[config.mk]
export PLATFORM = sky130hd
export DESIGN_NAME = overspeed_supervisor_flat
export DESIGN_NICKNAME = d
export VERILOG_FILES = /design/src/sv/osv_pkg.sv /design/src/sv/osv_ifs.sv /design/src/sv/osv_cfg_regs.sv /design/src/sv/osv_classify.sv /design/src/sv/overspeed_supervisor.sv /design/src/flat_wrapper.sv
export VERILOG_INCLUDE_DIRS = /design/src /design/src/sv
export SDC_FILE = /design/constraint.sdc
export NUM_CORES = 1
export LEC_CHECK = 0
export ABC_AREA = 1
export BUFFER_PORTS_ARGS = -buffer_cell sky130_fd_sc_hd__buf_2
export CAP_MARGIN = 10
export CORE_MARGIN = 2
export CORE_UTILIZATION = 50
export CTS_BUF_LIST = sky130_fd_sc_hd__clkbuf_8
export CTS_CLUSTER_DIAMETER = 30
export CTS_CLUSTER_SIZE = 40
export DETAILED_ROUTE_END_ITERATION = 10
export PLACE_DENSITY = 0.68
export SLEW_MARGIN = 20
export SYNTH_ARGS = -nofsm -noshare
export SYNTH_HDL_FRONTEND = slang
export SYNTH_SLANG_ARGS = --single-unit
[constraint.sdc]
create_clock -name clk -period 4.9 [get_ports clk]
set_clock_uncertainty 0.1 [all_clocks]
set_input_delay 0.49 -clock clk [delete_from_list [all_inputs] [get_ports clk]]
set_output_delay 0.49 -clock clk [all_outputs]
set_load 0.05 [all_outputs]
[src/sv/overspeed_supervisor_defines.svh]
// ----------------------------------------------------------------------------
// overspeed_supervisor_defines
// Assertion macros for the overspeed supervisor; empty when synthesized.
// ----------------------------------------------------------------------------
`ifndef OVERSPEED_SUPERVISOR_DEFINES_SVH
`define OVERSPEED_SUPERVISOR_DEFINES_SVH

`ifndef SYNTHESIS
// same-cycle implication
`define OSV_ASSERT_NOW(lbl, clk, rst, ante, cons, msg) \
  lbl: assert property (@(posedge clk) disable iff (rst) (ante) |-> (cons)) \
    else $error(msg);
// next-cycle implication
`define OSV_ASSERT_NEXT(lbl, clk, rst, ante, cons, msg) \
  lbl: assert property (@(posedge clk) disable iff (rst) (ante) |=> (cons)) \
    else $error(msg);
`else
`define OSV_ASSERT_NOW(lbl, clk, rst, ante, cons, msg)
`define OSV_ASSERT_NEXT(lbl, clk, rst, ante, cons, msg)
`endif

`endif

[src/sv/osv_pkg.sv]
// ----------------------------------------------------------------------------
// osv_pkg
// Shared types, state codes and register map of the overspeed supervisor.
// ----------------------------------------------------------------------------
package osv_pkg;

  localparam int SECS_W     = 16;
  localparam int CFG_IDX_W  = 3;
  localparam int CFG_DATA_W = 32;

  typedef logic [1:0]            sup_state_t;
  typedef logic [SECS_W-1:0]     secs_t;
  typedef logic [CFG_IDX_W-1:0]  cfg_idx_t;
  typedef logic [CFG_DATA_W-1:0] cfg_data_t;

  // supervision state codes
  localparam sup_state_t ST_WARN_LO  = 2'd0;
  localparam sup_state_t ST_NORMAL   = 2'd1;
  localparam sup_state_t ST_WARN_HI  = 2'd2;
  localparam sup_state_t ST_SHUTDOWN = 2'd3;

  // register map
  localparam cfg_idx_t REG_LOW_LIMIT      = 3'd0;
  localparam cfg_idx_t REG_HIGH_LIMIT     = 3'd1;
  localparam cfg_idx_t REG_SHUTDOWN_LIMIT = 3'd2;
  localparam cfg_idx_t REG_DEADBAND       = 3'd3;
  localparam cfg_idx_t REG_MAX_WARN_SECS  = 3'd4;

  // reset values
  localparam cfg_data_t RST_LOW_LIMIT      = 32'd68000;
  localparam cfg_data_t RST_HIGH_LIMIT     = 32'd72000;
  localparam cfg_data_t RST_SHUTDOWN_LIMIT = 32'd75000;
  localparam secs_t     RST_DEADBAND       = 16'd500;
  localparam secs_t     RST_MAX_WARN_SECS  = 16'd20;

  typedef struct packed {
    sup_state_t state;
    secs_t      seconds_left;
    logic       load_start;   // entering warn high: capture timestamp
  } decision_t;

endpackage

[src/sv/osv_ifs.sv]
// ----------------------------------------------------------------------------
// osv_ifs
// Valid/ready channels of the overspeed supervisor.
// ----------------------------------------------------------------------------
interface osv_sample_if #(
  parameter int TIME_WIDTH  = 32,
  parameter int SPEED_WIDTH = 20
);
  logic                   valid;
  logic                   ready;
  logic [TIME_WIDTH-1:0]  now_seconds;
  logic [SPEED_WIDTH-1:0] speed;

  modport source (output valid, output now_seconds, output speed, input ready);
  modport sink   (input valid, input now_seconds, input speed, output ready);
endinterface

interface osv_result_if import osv_pkg::*; ();
  logic       valid;
  logic       ready;
  sup_state_t supervision_state;
  secs_t      seconds_left;

  modport source (output valid, output supervision_state, output seconds_left,
                  input ready);
  modport sink   (input valid, input supervision_state, input seconds_left,
                  output ready);
endinterface

interface osv_cfg_if import osv_pkg::*; ();
  logic      valid;
  logic      ready;
  cfg_idx_t  index;
  cfg_data_t data;

  modport source (output valid, output index, output data, input ready);
  modport sink   (input valid, input index, input data, output ready);
endinterface

[src/sv/osv_cfg_regs.sv]
// ----------------------------------------------------------------------------
// osv_cfg_regs
// Configuration register file; always ready, writes masked to field width.
// ----------------------------------------------------------------------------
module osv_cfg_regs import osv_pkg::*; #(
  parameter int SPEED_WIDTH = 20
) (
  input  logic                   clk,
  input  logic                   rst,
  osv_cfg_if.sink                cfg,
  output logic [SPEED_WIDTH-1:0] low_limit,
  output logic [SPEED_WIDTH-1:0] high_limit,
  output logic [SPEED_WIDTH-1:0] trip_limit,
  output secs_t                  deadband,
  output secs_t                  max_warn_seconds
);

  assign cfg.ready = 1'b1;

  always_ff @(posedge clk) begin
    if (rst) begin
      low_limit        <= RST_LOW_LIMIT[SPEED_WIDTH-1:0];
      high_limit       <= RST_HIGH_LIMIT[SPEED_WIDTH-1:0];
      trip_limit       <= RST_SHUTDOWN_LIMIT[SPEED_WIDTH-1:0];
      deadband         <= RST_DEADBAND;
      max_warn_seconds <= RST_MAX_WARN_SECS;
    end else if (cfg.valid && cfg.ready) begin
      case (cfg.index)
        REG_LOW_LIMIT:      low_limit        <= cfg.data[SPEED_WIDTH-1:0];
        REG_HIGH_LIMIT:     high_limit       <= cfg.data[SPEED_WIDTH-1:0];
        REG_SHUTDOWN_LIMIT: trip_limit       <= cfg.data[SPEED_WIDTH-1:0];
        REG_DEADBAND:       deadband         <= cfg.data[SECS_W-1:0];
        REG_MAX_WARN_SECS:  max_warn_seconds <= cfg.data[SECS_W-1:0];
        default: ;  // unmapped index: ignored
      endcase
    end
  end

endmodule

[src/sv/osv_classify.sv]
// ----------------------------------------------------------------------------
// osv_classify
// Per-sample decision: hysteresis thresholds, shutdown check, warn timer.
// ----------------------------------------------------------------------------
module osv_classify import osv_pkg::*; #(
  parameter int SPEED_WIDTH = 20,
  parameter int TIME_WIDTH  = 32
) (
  input  logic [TIME_WIDTH-1:0]  now_seconds,
  input  logic [SPEED_WIDTH-1:0] speed,
  input  sup_state_t             prev_state,
  input  logic [TIME_WIDTH-1:0]  warn_start,
  input  logic [SPEED_WIDTH-1:0] low_limit,
  input  logic [SPEED_WIDTH-1:0] high_limit,
  input  logic [SPEED_WIDTH-1:0] trip_limit,
  input  secs_t                  deadband,
  input  secs_t                  max_warn_seconds,
  output decision_t              dec
);

  // signed threshold width: room for limit + deadband + 2 and for negatives
  localparam int THR_W = ((SPEED_WIDTH > SECS_W) ? SPEED_WIDTH : SECS_W) + 2;
  localparam int CMP_W = (TIME_WIDTH > SECS_W) ? TIME_WIDTH : SECS_W;
  localparam logic signed [THR_W-1:0] ONE = THR_W'(1);
  localparam logic signed [THR_W-1:0] TWO = THR_W'(2);

  logic signed [THR_W-1:0] spd_s, hi_s, lo_s, db_s, hi_thr, lo_thr;
  logic [TIME_WIDTH-1:0]   elapsed;
  logic [CMP_W-1:0]        elapsed_ext, max_ext, left_full;
  logic                    in_warn_hi, in_warn_lo;

  assign in_warn_hi = (prev_state == ST_WARN_HI);
  assign in_warn_lo = (prev_state == ST_WARN_LO);

  assign spd_s = $signed(THR_W'(speed));
  assign hi_s  = $signed(THR_W'(high_limit));
  assign lo_s  = $signed(THR_W'(low_limit));
  assign db_s  = $signed(THR_W'(deadband));

  assign hi_thr = in_warn_hi ? (hi_s - db_s) : (hi_s - ONE);
  assign lo_thr = in_warn_lo ? (lo_s + db_s + TWO) : (lo_s + ONE);

  // wrapping time difference
  assign elapsed     = now_seconds - warn_start;
  assign elapsed_ext = CMP_W'(elapsed);
  assign max_ext     = CMP_W'(max_warn_seconds);
  assign left_full   = max_ext - elapsed_ext;

  always_comb begin
    dec.state        = ST_NORMAL;
    dec.seconds_left = '0;
    dec.load_start   = 1'b0;
    if (speed >= trip_limit) begin
      dec.state = ST_SHUTDOWN;
    end else if (spd_s >= hi_thr) begin
      if (in_warn_hi) begin
        if (elapsed_ext > max_ext) begin
          dec.state = ST_SHUTDOWN;
        end else begin
          dec.state        = ST_WARN_HI;
          dec.seconds_left = left_full[SECS_W-1:0];
        end
      end else begin
        dec.state        = ST_WARN_HI;
        dec.seconds_left = max_warn_seconds;
        dec.load_start   = 1'b1;
      end
    end else if (spd_s > lo_thr) begin
      dec.state = ST_NORMAL;
    end else begin
      dec.state = ST_WARN_LO;
    end
  end

endmodule

[src/sv/overspeed_supervisor.sv]
// ----------------------------------------------------------------------------
// overspeed_supervisor
// Speed supervision with hysteresis, immediate shutdown and a warn timer.
// ----------------------------------------------------------------------------
// Usage:
//   samples : sink channel, one word = {now_seconds, speed}. Accepted on an
//             edge with valid and ready high.
//   results : source channel, one word = {supervision_state, seconds_left}
//             per sample, in order.
//   cfg     : register writes {index, data}; always ready. Write only while
//             no sample is in flight.
// Path: a sample passes the input register, then the classify logic into
//   the result register.
// Throughput: one sample per cycle unless results.ready stalls the output
//   (previous state and warn start are updated in the same cycle the
//   classify logic reads them).
// Reset: state returns to normal, warn start to zero, registers to their
//   defaults, both pipeline stages empty.
// Stall: while results.ready is low the result word holds; one more sample
//   may sit in the input register, after which samples.ready drops.
// ----------------------------------------------------------------------------
`include "overspeed_supervisor_defines.svh"

module overspeed_supervisor import osv_pkg::*; #(
  parameter int SPEED_WIDTH = 20,
  parameter int TIME_WIDTH  = 32
) (
  input  logic          clk,
  input  logic          rst,
  osv_sample_if.sink    samples,
  osv_result_if.source  results,
  osv_cfg_if.sink       cfg
);

  // configuration
  logic [SPEED_WIDTH-1:0] low_limit, high_limit, trip_limit;
  secs_t                  deadband, max_warn_seconds;

  osv_cfg_regs #(.SPEED_WIDTH(SPEED_WIDTH)) u_cfg (
    .clk              (clk),
    .rst              (rst),
    .cfg              (cfg),
    .low_limit        (low_limit),
    .high_limit       (high_limit),
    .trip_limit       (trip_limit),
    .deadband         (deadband),
    .max_warn_seconds (max_warn_seconds)
  );

  // input register
  logic                   s1_valid;
  logic [TIME_WIDTH-1:0]  s1_now;
  logic [SPEED_WIDTH-1:0] s1_speed;

  // result register
  logic       out_valid;
  sup_state_t out_state;
  secs_t      out_left;

  // supervision state carried between samples
  sup_state_t            prev_state;
  logic [TIME_WIDTH-1:0] warn_start;

  decision_t dec;
  logic      advance;

  // stage 1 moves into the result register when that one is free or draining
  assign advance       = s1_valid && (!out_valid || results.ready);
  assign samples.ready = !s1_valid || advance;

  osv_classify #(.SPEED_WIDTH(SPEED_WIDTH), .TIME_WIDTH(TIME_WIDTH)) u_classify (
    .now_seconds      (s1_now),
    .speed            (s1_speed),
    .prev_state       (prev_state),
    .warn_start       (warn_start),
    .low_limit        (low_limit),
    .high_limit       (high_limit),
    .trip_limit       (trip_limit),
    .deadband         (deadband),
    .max_warn_seconds (max_warn_seconds),
    .dec              (dec)
  );

  // input stage
  always_ff @(posedge clk) begin
    if (rst) begin
      s1_valid <= 1'b0;
    end else if (samples.ready) begin
      s1_valid <= samples.valid;
    end
  end

  always_ff @(posedge clk) begin
    if (samples.valid && samples.ready) begin
      s1_now   <= samples.now_seconds;
      s1_speed <= samples.speed;
    end
  end

  // result stage and state update
  always_ff @(posedge clk) begin
    if (rst) begin
      out_valid  <= 1'b0;
      prev_state <= ST_NORMAL;
      warn_start <= '0;
    end else begin
      if (advance) begin
        out_valid  <= 1'b1;
        prev_state <= dec.state;
        if (dec.load_start) begin
          warn_start <= s1_now;
        end
      end else if (results.ready) begin
        out_valid <= 1'b0;
      end
    end
  end

  always_ff @(posedge clk) begin
    if (advance) begin
      out_state <= dec.state;
      out_left  <= dec.seconds_left;
    end
  end

  assign results.valid             = out_valid;
  assign results.supervision_state = out_state;
  assign results.seconds_left      = out_left;

  // checks
  `OSV_ASSERT_NOW(a_left_zero, clk, rst, out_valid && (out_state != ST_WARN_HI), out_left == '0, "seconds_left nonzero outside warn high")
  `OSV_ASSERT_NEXT(a_prev_tracks, clk, rst, advance, prev_state == out_state, "stored state differs from delivered state")
  `OSV_ASSERT_NOW(a_backpressure, clk, rst, s1_valid && out_valid && !results.ready, !samples.ready, "sample accepted with both stages full")

endmodule
[src/flat_wrapper.sv]
// flat-port wrapper written by rule: the top's interface ports become plain ports
module overspeed_supervisor_flat import osv_pkg::*;
#(
  parameter int SPEED_WIDTH = 20,
  parameter int TIME_WIDTH  = 32
)
  (clk, rst, samples_valid, samples_now_seconds, samples_speed, samples_ready, results_valid, results_supervision_state, results_seconds_left, results_ready, cfg_valid, cfg_index, cfg_data, cfg_ready);
  osv_sample_if #(.TIME_WIDTH(TIME_WIDTH), .SPEED_WIDTH(SPEED_WIDTH)) samples_i ();
  osv_result_if results_i ();
  osv_cfg_if cfg_i ();
  input  logic clk;
  input  logic rst;
  input wire logic [$bits(samples_i.valid)-1:0] samples_valid;
  input wire logic [$bits(samples_i.now_seconds)-1:0] samples_now_seconds;
  input wire logic [$bits(samples_i.speed)-1:0] samples_speed;
  output wire logic [$bits(samples_i.ready)-1:0] samples_ready;
  output wire logic [$bits(results_i.valid)-1:0] results_valid;
  output wire logic [$bits(results_i.supervision_state)-1:0] results_supervision_state;
  output wire logic [$bits(results_i.seconds_left)-1:0] results_seconds_left;
  input wire logic [$bits(results_i.ready)-1:0] results_ready;
  input wire logic [$bits(cfg_i.valid)-1:0] cfg_valid;
  input wire logic [$bits(cfg_i.index)-1:0] cfg_index;
  input wire logic [$bits(cfg_i.data)-1:0] cfg_data;
  output wire logic [$bits(cfg_i.ready)-1:0] cfg_ready;
  assign samples_i.valid = samples_valid;
  assign samples_i.now_seconds = samples_now_seconds;
  assign samples_i.speed = samples_speed;
  assign samples_ready = samples_i.ready;
  assign results_valid = results_i.valid;
  assign results_supervision_state = results_i.supervision_state;
  assign results_seconds_left = results_i.seconds_left;
  assign results_i.ready = results_ready;
  assign cfg_i.valid = cfg_valid;
  assign cfg_i.index = cfg_index;
  assign cfg_i.data = cfg_data;
  assign cfg_ready = cfg_i.ready;
  overspeed_supervisor #(.SPEED_WIDTH(SPEED_WIDTH), .TIME_WIDTH(TIME_WIDTH)) u_core (.clk(clk), .rst(rst), .samples(samples_i), .results(results_i), .cfg(cfg_i));
endmodule
==> flow_summary.ini, run 1 <==
[outcome]
status = finished, final reports clean

[clocking]
clk_pin_slew_ps = 120
numCtsBuffers = 17
cts_sinks = 198
clock_latency_ps = 490
htree_levels = 4
cts_buffer_depth = 2
cts_tree = done
cts_hold_buf = 0
cts_root_buf = clkbuf_8

[timing]
layout_setup_ws_ps = 342.2
min_period_over_period = 0.9302
rsz0062_at_grt = false
min_period_ps = 4558
setup-violations-final = 0
final_hold_viol_count = 0
relSlewSlack = 0.4200
slew_viol_final = 0
worst_slew_pin_slew_ps = 866.9
tns_ps = 0
max_freq_ghz = 0.2194

[power_and_ir_drop]
powerDensity_nw_per_um2 = 261.7
clock_power_share = 0.273
power.internal_mw = 2.615
p_sw_frac = 0.3652
p_sw_mw = 1.504
pwr-share-seq = 0.446
p_leak_nw = 7.753
vdd_drop_max_mv = 0.2210
pwr-share-comb = 0.281

[setup_path]
crit_path_max_fanout = 14
arrival_ps = 4810
worstSetupPathType = reg2reg
rrSetupSlack_ps = 340
critPathLaunchType = flip-flop
crit_required_ps = 5150
ff2ff_path_depth = 27
rr_endpoint = u_core.results.seconds_left[11]
r2r-start = u_core.prev_state[1]
critPathCaptureType = flip-flop
crit_path_start = u_core.prev_state[1]

[final_layout]
drive_gt1_frac = 0.09303
layout_commonest_cell = nand2_1
area_growth_pct = 9.850
fin_cells = 2517
fin_util = 0.5619
fin_nets = 2393
n_antenna_cell = 0
final_cell_mix = nand2_1, inv_1, nor2_1
nFillCells = 2759

[place]
dp_hpwl_um = 30740
port-buffer-count = 99
pre_cts_slack_ps = 188.9
dpl.cell_count = 2484
place_congestion = 0.9226

[die]
ios = 113
rows = 61
die_x_um = 173.3
fp.coreArea_sq_um = 28010
die_h_um = 173.3
die_area_sq_um = 30020
start_util = 0.5115

[global_routing]
grt_max_degree = 86
grt_pass1_wl_um = 62280
first_global_vias = 12030
antenna_found_initial = 0
grt_usage = 0.2585
grt_remaining_overflow = 0

[synth]
ys_warn_count = 0
synth_top_family_by_area = simple AND/OR/NAND/NOR gates
syn_inst = 2031
async_flop_share = 0
synth_edf_count = 70
synth_nets = 2298
synth-simple-area-share = 0.2642
synth-compound-area-share = 0.1369
ys.flop_type = dfxtp_1
synth.avg_cell_area_sq_um = 7.054
synth.mux.area_fraction = 0.0006986
synth_fa_ha_area_frac = 0.1549
ys_ff_latch = 198
yosysUniqueCellTypes = 51
synth_xor_area_frac = 0.02812
synth_area_sq_um = 14330
yosysSeqAreaShare = 0.3256

[min_path]
min_to = u_core.s1_now[22]
min_path_type = in2reg
min_path_cells = 1
min-delay-start = samples_now_seconds[22]

[drt]
dr.pass1.iters = 6
vias = 13240
drcViolationCount = 0
wl_per_cell_um = 15.29
postRouteAntennaNets = 0
routed_wl_um = 38490
drt_iter0_markers = 1101
via_per_inst = 5.259

[job]
drv_cap = 0
area by class of cell:
| type | count | area, sq um | area share |
|---|---|---|---|
| Multi-Input combinational cell | 1497 | 8412 | 0.5345 |
| Timing Repair Buffer | 120 | 678.2 | 0.04309 |
| Clock buffer | 17 | 234.0 | 0.01487 |
| Inverter | 292 | 1099 | 0.06980 |
| Clock inverter | 15 | 177.7 | 0.01129 |
| Tap cell | 378 | 473.0 | 0.03005 |
| Sequential cell | 198 | 4666 | 0.2964 |
power by group through the flow:
stage                     Combinational [mW]  Clock [mW]  Sequential, mW
after detailed placement                1.13           0            1.87
after floorplan                        0.799           0            1.87
after CTS                               1.14        1.15            1.84
final                                   1.16        1.12            1.84
after global routing                    1.31        1.21            1.85
after global placement                  1.10           0            1.87
synthesized netlist by cell type (all sizes together), types with 6 or more instances:
master | number | area (sq um)
nand3 | 81 | 417.9
a21oi | 163 | 849.6
a31oi | 11 | 68.82
nand2 | 510 | 1942
inv | 290 | 1089
nor2 | 263 | 1015
o211ai | 18 | 135.1
nand3b | 10 | 87.58
xnor2 | 14 | 122.6
xor2 | 32 | 280.3
clkbuf | 35 | 131.4
dfxtp | 128 | 2562
edfxtp | 70 | 2102
nand4 | 23 | 143.9
ha | 171 | 2140
buf | 9 | 52.55
o21ai | 137 | 685.7
nor3 | 20 | 121.4
o21bai | 6 | 45.04
worst max-delay path: stages (launching register included):
cell and delay [ps]:
dfxtp_2 360, inv_1 50, nor2_2 120, buf_12 160, nand2_1 80, ha_1 310, buf_4 130, nand2_1 70
nor2_1 160, nand2_1 70, nor2_1 90, nor2_1 60, o21ai_0 270, a31oi_1 180, o21ai_0 220, xor2_1 100
ha_1 300, nand2_1 90, nor4_1 260, nand3_1 110, a21oi_1 220, o21bai_1 130, nand3b_4 150, nand2_1 110
inv_1 140, nand2_2 100, buf_4 170, a21oi_2 100
kinds of logic after synthesis:
logic type | after synthesis
multiplexers | 1
adder cells (fa/ha/maj) | 175
flip-flops | 198
AND/OR/NAND/NOR | 916
buffers and inverters | 336
other | 1
AO/OA/AOI/OAI | 358
XOR/XNOR | 46
how the worst max path moves through the flow:
| stage | end | cells after the start |
|---|---|---|
| after detailed placement | u_core.results.supervision_state[0] | 26 |
| after global routing | u_core.results.supervision_state[0] | 30 |
| after global placement | u_core.results.supervision_state[0] | 26 |
| after floorplan | u_core.results.seconds_left[2] | 28 |
| after CTS | u_core.results.supervision_state[0] | 26 |
| final | u_core.results.seconds_left[11] | 27 |
flip-flops by register name (all words and copies together), names as in the netlist:
signal and count:
u_core.s1_speed 20, u_core.s1_now 32, u_core.u_cfg.low_limit 20, u_core.u_cfg.max_warn_seconds 16, u_core.results.supervision_state 2, u_core.warn_start 32
u_core.u_cfg.trip_limit 20, u_core.results.seconds_left 16, u_core.s1_valid 1, u_core.u_cfg.deadband 16, u_core.prev_state 2, u_core.u_cfg.high_limit 20
u_core.results.valid 1
stage by stage:
stage	power (mW)	hold WS [ps]	area, sq um
floorplan	2.673	333.1	14330
global placement	2.975	343.7	15290
detailed placement	3.003	351.6	15290
CTS	4.122	44.40	15700
global route	4.370	30.14	15740
finish	4.119	65.86	15740
routing by layer:
metal / global-route usage / vias to the layer above / share of wire
met5: 0 / - / 0
met4: 0.06427 / 0 / 0.017
met3: 0.04057 / 35 / 0.077
met2: 0.3592 / 450 / 0.39
met1: 0.4105 / 5951 / 0.51
li1: - / 6800 / -
what timing repair did:
action	4_1_cts	5_1_grt
resized for setup	0	9
endpoints found under the setup margin	0	31
setup buffers	0	1
No activity file was read; power rests on OpenSTA's default activity.
==> run 2: changes to the inputs <==
--- a/config.mk
+++ b/config.mk
@@ -10,12 +10,11 @@
 export BUFFER_PORTS_ARGS = -buffer_cell sky130_fd_sc_hd__buf_2
 export CAP_MARGIN = 10
 export CORE_MARGIN = 2
-export CORE_UTILIZATION = 50
+export CORE_UTILIZATION = 40
 export CTS_BUF_LIST = sky130_fd_sc_hd__clkbuf_8
 export CTS_CLUSTER_DIAMETER = 30
 export CTS_CLUSTER_SIZE = 40
 export DETAILED_ROUTE_END_ITERATION = 10
-export PLACE_DENSITY = 0.68
 export SLEW_MARGIN = 20
 export SYNTH_ARGS = -nofsm -noshare
 export SYNTH_HDL_FRONTEND = slang
==> flow_summary.ini, run 2 (synthesis results as in run 1) <==
[global_routing]
antenna_found_initial = 0
grt_remaining_overflow = 0
grt_usage = 0.2131
grt_max_degree = 71
first_global_vias = 11930
grt_pass1_wl_um = 63380

[setup_path]
ff2ff_path_depth = 25
rr_endpoint = u_core.results.supervision_state[0]
critPathCaptureType = flip-flop
crit_required_ps = 5070
arrival_ps = 4810
r2r-start = u_core.prev_state[1]
crit_path_max_fanout = 15
rrSetupSlack_ps = 260
worstSetupPathType = reg2reg
critPathLaunchType = flip-flop

[final_layout]
post-route-cell-area_sq_um = 15870
fin_cells = 2595
reg_top3 = u_core.s1_now (32), u_core.warn_start (32)
fin_nets = 2388
final_cell_mix = nand2_1, inv_1, nor2_1
area_growth_pct = 10.78
nFillCells = 3691
layout_commonest_cell = nand2_1
drive_gt1_frac = 0.09091
n_antenna_cell = 0
fin_util = 0.4484

[clocking]
cts_buffer_depth = 2
post-cts-setup-buffers = 0
cts_root_buf = clkbuf_8
clk_pin_slew_ps = 100
clock_latency_ps = 500
htree_levels = 4
numCtsBuffers = 17
cts_sinks = 198
cts_tree = done

[die]
start_util = 0.4048
die_area_sq_um = 37350
fp.coreArea_sq_um = 35400
die_x_um = 193.3
die_h_um = 193.3
rows = 69
ios = 113

[drt]
routed_wl_um = 40160
dr.pass1.iters = 5
vias = 13110
wl_per_cell_um = 15.48
drt_iter0_markers = 1055
postRouteAntennaNets = 0
via_per_inst = 5.052
drcViolationCount = 0

[timing]
layout_setup_ws_ps = 259.0
max_freq_ghz = 0.2155
fin_hold_ws_ps = 59.20
min_period_ps = 4641
tns_ps = 0
slew_viol_final = 0
setup-violations-final = 0
min_period_over_period = 0.9471
final_hold_viol_count = 0
worst_slew_pin_slew_ps = 984.4
relSlewSlack = 0.3437

[place]
dp_hpwl_um = 32150
port-buffer-count = 99
place_area_sq_um = 15360
pre_cts_slack_ps = 108.2
place_congestion = 0.9532
dpl.cell_count = 2563

[min_path]
min_path_cells = 1
min_to = u_core.s1_now[28]
min-delay-start = samples_now_seconds[28]
min_path_type = in2reg

[job]
drv_cap = 0

[power_and_ir_drop]
vdd_drop_max_mv = 0.1672
powerDensity_nw_per_um2 = 265.3
power_mw = 4.211
p_leak_nw = 7.759

[outcome]
status = finished, final reports clean
run 2: per-layer routing:
layer  global-route usage  share of wire  vias up
li1                     -              -     6777
met1               0.3290           0.52     5987
met2               0.3053           0.40      309
met5                    0              0        -
met4              0.06474          0.019        0
met3              0.02772          0.055       36
run 2: cell type report:
| class | count | area (sq um) | share of cell area |
|---|---|---|---|
| Clock buffer | 18 | 247.7 | 0.01561 |
| Clock inverter | 14 | 207.7 | 0.01309 |
| Inverter | 292 | 1097 | 0.06914 |
| Multi-Input combinational cell | 1497 | 8437 | 0.5316 |
| Sequential cell | 198 | 4664 | 0.2939 |
| Tap cell | 461 | 576.8 | 0.03634 |
| Timing Repair Buffer | 115 | 640.6 | 0.04036 |
run 2: report_power, final:
part / leakage (nW) / switching [mW] / internal (mW)
sequential: 1.72 / 0.0587 / 1.78
clock: 0.235 / 0.603 / 0.618
combinational: 5.80 / 0.759 / 0.393
run 2: worst max-delay path, stage by stage (launching register included):
cell	delay (ps)
dfxtp_1	370
inv_1	80
nor2_4	130
buf_12	150
nand2_1	70
ha_1	290
a21oi_1	200
nor2_1	60
o21ai_0	170
o211ai_1	140
nor2_2	210
o21ai_2	100
a31oi_2	230
o21ai_0	130
xor2_1	160
ha_1	300
nand2_1	70
nor4_1	290
nand3_1	120
a21oi_1	210
o21bai_1	130
nand3b_4	140
nand2_1	120
inv_2	130
nand2_4	140
and2_1	170
run 2: worst max-delay path by stage:
| stage | start | to | cells after the start |
|---|---|---|---|
| after detailed placement | u_core.prev_state[1] | u_core.results.supervision_state[0] | 25 |
| after global routing | u_core.prev_state[1] | u_core.results.supervision_state[0] | 25 |
| after CTS | u_core.prev_state[1] | u_core.results.supervision_state[0] | 25 |
| after global placement | u_core.prev_state[1] | u_core.results.supervision_state[0] | 25 |
| final | u_core.prev_state[1] | u_core.results.supervision_state[0] | 25 |
| after floorplan | u_core.prev_state[1] | u_core.results.seconds_left[2] | 28 |
run 2: repair_timing:
item	4_1_cts	5_1_grt
gates resized for setup	0	16
endpoints found under the hold margin	0	0
endpoints found under the setup margin	0	32
hold buffers	0	0
==> run 3: changes to the inputs <==
--- a/config.mk
+++ b/config.mk
@@ -9,13 +9,17 @@
 export ABC_AREA = 1
 export BUFFER_PORTS_ARGS = -buffer_cell sky130_fd_sc_hd__buf_2
 export CAP_MARGIN = 10
+export CELL_PAD_IN_SITES_DETAIL_PLACEMENT = 0
+export CELL_PAD_IN_SITES_GLOBAL_PLACEMENT = 1
 export CORE_MARGIN = 2
 export CORE_UTILIZATION = 40
 export CTS_BUF_LIST = sky130_fd_sc_hd__clkbuf_8
 export CTS_CLUSTER_DIAMETER = 30
 export CTS_CLUSTER_SIZE = 40
 export DETAILED_ROUTE_END_ITERATION = 10
+export PLACE_DENSITY_LB_ADDON = 0.1
 export SLEW_MARGIN = 20
 export SYNTH_ARGS = -nofsm -noshare
 export SYNTH_HDL_FRONTEND = slang
+export SYNTH_HIERARCHICAL = 1
 export SYNTH_SLANG_ARGS = --single-unit
==> flow_summary.ini, run 3 <==
[synth]
synthTopCellsByArea = dfxtp_1, nand2_1, ha_1
synth_common_cells = nand2_1, inv_1, nor2_1
yosysUniqueCellTypes = 55
synth_edf_count = 70
yosysSeqAreaShare = 0.3026
synth_nets = 2565
ys.flop_type = dfxtp_1
synth_top_area_frac = 0.1662
ys_warn_count = 6
synth.avg_cell_area_sq_um = 6.708
async_flop_share = 0
synth_area_sq_um = 15410
ys_ff_latch = 198
synth_top_cell_by_area = dfxtp_1
post-synth-top-count-cell = nand2_1
syn_inst = 2298

[timing]
slew_viol_final = 0
max_freq_ghz = 0.2158
fin_hold_ws_ps = 55.21
worst_slew_pin_slew_ps = 1153
min_period_ps = 4633
relSlewSlack = 0.2114
min_period_over_period = 0.9455
tns_ps = 0
final_hold_viol_count = 0
layout_setup_ws_ps = 266.9
setup-violations-final = 0

[global_routing]
antenna_found_initial = 0
grt_usage = 0.2390
grt_max_degree = 55
first_global_vias = 13440
grt_remaining_overflow = 0
grt_pass1_wl_um = 74860

[setup_path]
crit_path_max_fanout = 4
cpMostUsedCell = nand2_1
crit_path_start = u_core/u_cfg/low_limit[3]
slowest_stage = dfxtp_1
r2r-start = u_core/u_cfg/low_limit[3]
rr_endpoint = u_core/results.supervision_state[0]
crit_chain = ha_1, ha_1, nand3_1, nand3_1, a21boi_1, inv_1, nand2_1, nand2_1, a21oi_2, o21ai_0, nand2_1, nand2_1, nand2_1, nand2_1, xor2_1, ha_1, nand2_1, inv_1, nand4_1, o41ai_2, nor2_1, buf_4, nand2_1, nand3_2
crit_required_ps = 5050
arrival_ps = 4790
critPathCaptureType = flip-flop
ff2ff_path_depth = 24
worst_path_largest_cell_delay_ps = 350
crit_path_end = u_core/results.supervision_state[0]
worstSetupPathType = reg2reg
critPathLaunchType = flip-flop
rrSetupSlack_ps = 270

[power_and_ir_drop]
p_sw_mw = 1.556
pwr-share-seq = 0.418
p_sw_frac = 0.3515
clock_power_share = 0.282
pwr-share-comb = 0.301
power_mw = 4.425
powerDensity_nw_per_um2 = 249.2
p_leak_nw = 8.874
vdd_drop_max_mv = 0.2037
power.internal_mw = 2.870

[clocking]
clock_latency_ps = 520
cts_sinks = 198
numCtsBuffers = 17
htree_levels = 4
cts_buffer_depth = 2
cts_root_buf = clkbuf_8
clk_pin_slew_ps = 100
cts_tree = done

[die]
rows = 71
die_area_sq_um = 40120
fp.coreArea_sq_um = 37840
die_x_um = 200.3
die_h_um = 200.3
ios = 113
start_util = 0.4073

[outcome]
status = finished, final reports clean

[place]
dpl.cell_count = 2884
place_area_sq_um = 16590
pre_cts_slack_ps = 20.34
dp_hpwl_um = 37480
place_congestion = 0.9101
port-buffer-count = 99

[drt]
postRouteAntennaNets = 0
via_per_inst = 4.911
drt_iter0_markers = 1025
highest_layer = met4
vias = 14600
dr.pass1.iters = 6
met2_length_um = 19970
wl_met1_um = 25460
drcViolationCount = 0
routed_wl_um = 48640
route.met3.wl_um = 2382
wl_per_cell_um = 16.36

[final_layout]
area_growth_pct = 15.19
final_cell_mix = nand2_1, inv_1, nor2_1
reg_top3 = u_core/s1_now (32), u_core/warn_start (32)
fin_cells = 2973
layout_commonest_cell = nand2_1
fin_nets = 2716
post-route-cell-area_sq_um = 17760
drive_gt1_frac = 0.1052
n_antenna_cell = 0
fin_util = 0.4692

[min_path]
min_path_type = in2reg

[job]
drv_cap = 0
==> run 3: cell count changes in the layout (fill, tap and decap cells not counted), moves of 35 or more <==
cell | before | now
nand2_1 | 501 | 607
inv_1 | 287 | 403
dlygate4sd3_1 | 0 | 47
nand4_1 | 23 | 58
o21ai_0 | 131 | 58
nand3_1 | 80 | 150
a21oi_1 | 153 | 107
==> run 3: area by class of cell <==
| cell class | instances | area, sq um |
|---|---|---|
| fill | 4031 | 20090 |
| multi-input combinational | 1623 | 9005 |
| sequential | 198 | 4668 |
| inverter | 418 | 1569 |
| timing repair buffer | 191 | 1414 |
| tap | 511 | 639.4 |
| clock buffer | 17 | 234.0 |
| clock inverter | 15 | 226.5 |
==> run 3: logic make-up (layout without fill, tap and decap cells) <==
logic type | after synthesis | after routing | synth area share
XOR/XNOR | 52 | 52 | 0.02955
adder cells (fa/ha/maj) | 175 | 175 | 0.1440
AO/OA/AOI/OAI | 222 | 222 | 0.07930
other | 1 | 1 | 0.0002433
multiplexers | 3 | 3 | 0.002029
AND/OR/NAND/NOR | 1170 | 1170 | 0.3212
flip-flops | 198 | 198 | 0.3026
buffers and inverters | 477 | 641 | 0.1211
==> run 3: worst min path at each step <==
stage                                 from                     endpoint  slack (ps)  cells past startpoint
3_3_place_gp    u_core/u_cfg/trip_limit[5]   u_core/u_cfg/trip_limit[5]         360                      2
5_1_grt                   samples_speed[1]           u_core/s1_speed[1]          10                      1
3_5_place_dp   u_core/u_cfg/trip_limit[10]  u_core/u_cfg/trip_limit[10]         360                      2
2_1_floorplan  u_core/u_cfg/trip_limit[10]  u_core/u_cfg/trip_limit[10]         340                      2
6_report                  samples_speed[1]           u_core/s1_speed[1]          60                      1
4_1_cts                   samples_speed[1]           u_core/s1_speed[1]           2                      1
==> run 3: worst max-delay path: cells and delay by family (launching register included) <==
kind | cells | cell delay, ps
simple gates | 13 | 1410
xor+xnor | 1 | 160
buf+inv | 3 | 440
flops | 1 | 350
fa+ha+maj | 3 | 940
compound gates | 4 | 940
==> run 3: metal layers <==
| layer | vias to the layer above | global-route usage |
|---|---|---|
| li1 | 7575 | - |
| met1 | 6649 | 0.3632 |
| met2 | 337 | 0.3518 |
| met3 | 40 | 0.02880 |
| met4 | 0 | 0.06825 |
| met5 | - | 0 |
==> run 3: repair_timing <==
item / CTS / global route
gates resized for setup: 1 / 37
hold buffers: 47 / 0
endpoints found under the setup margin: 2 / 47
hold endpoints to repair: 47 / 0
pin swaps: 0 / 10
setup buffers: 0 / 6
gates cloned: 0 / 4
==> run 3: power by group through the flow <==
stage,clock network (mW),registers (mW),logic [mW]
3_3_place_gp,0,1.88,1.24
2_1_floorplan,0,1.88,0.873
4_1_cts,1.30,1.85,1.30
3_5_place_dp,0,1.89,1.26
5_1_grt,1.35,1.86,1.51
6_report,1.25,1.85,1.33
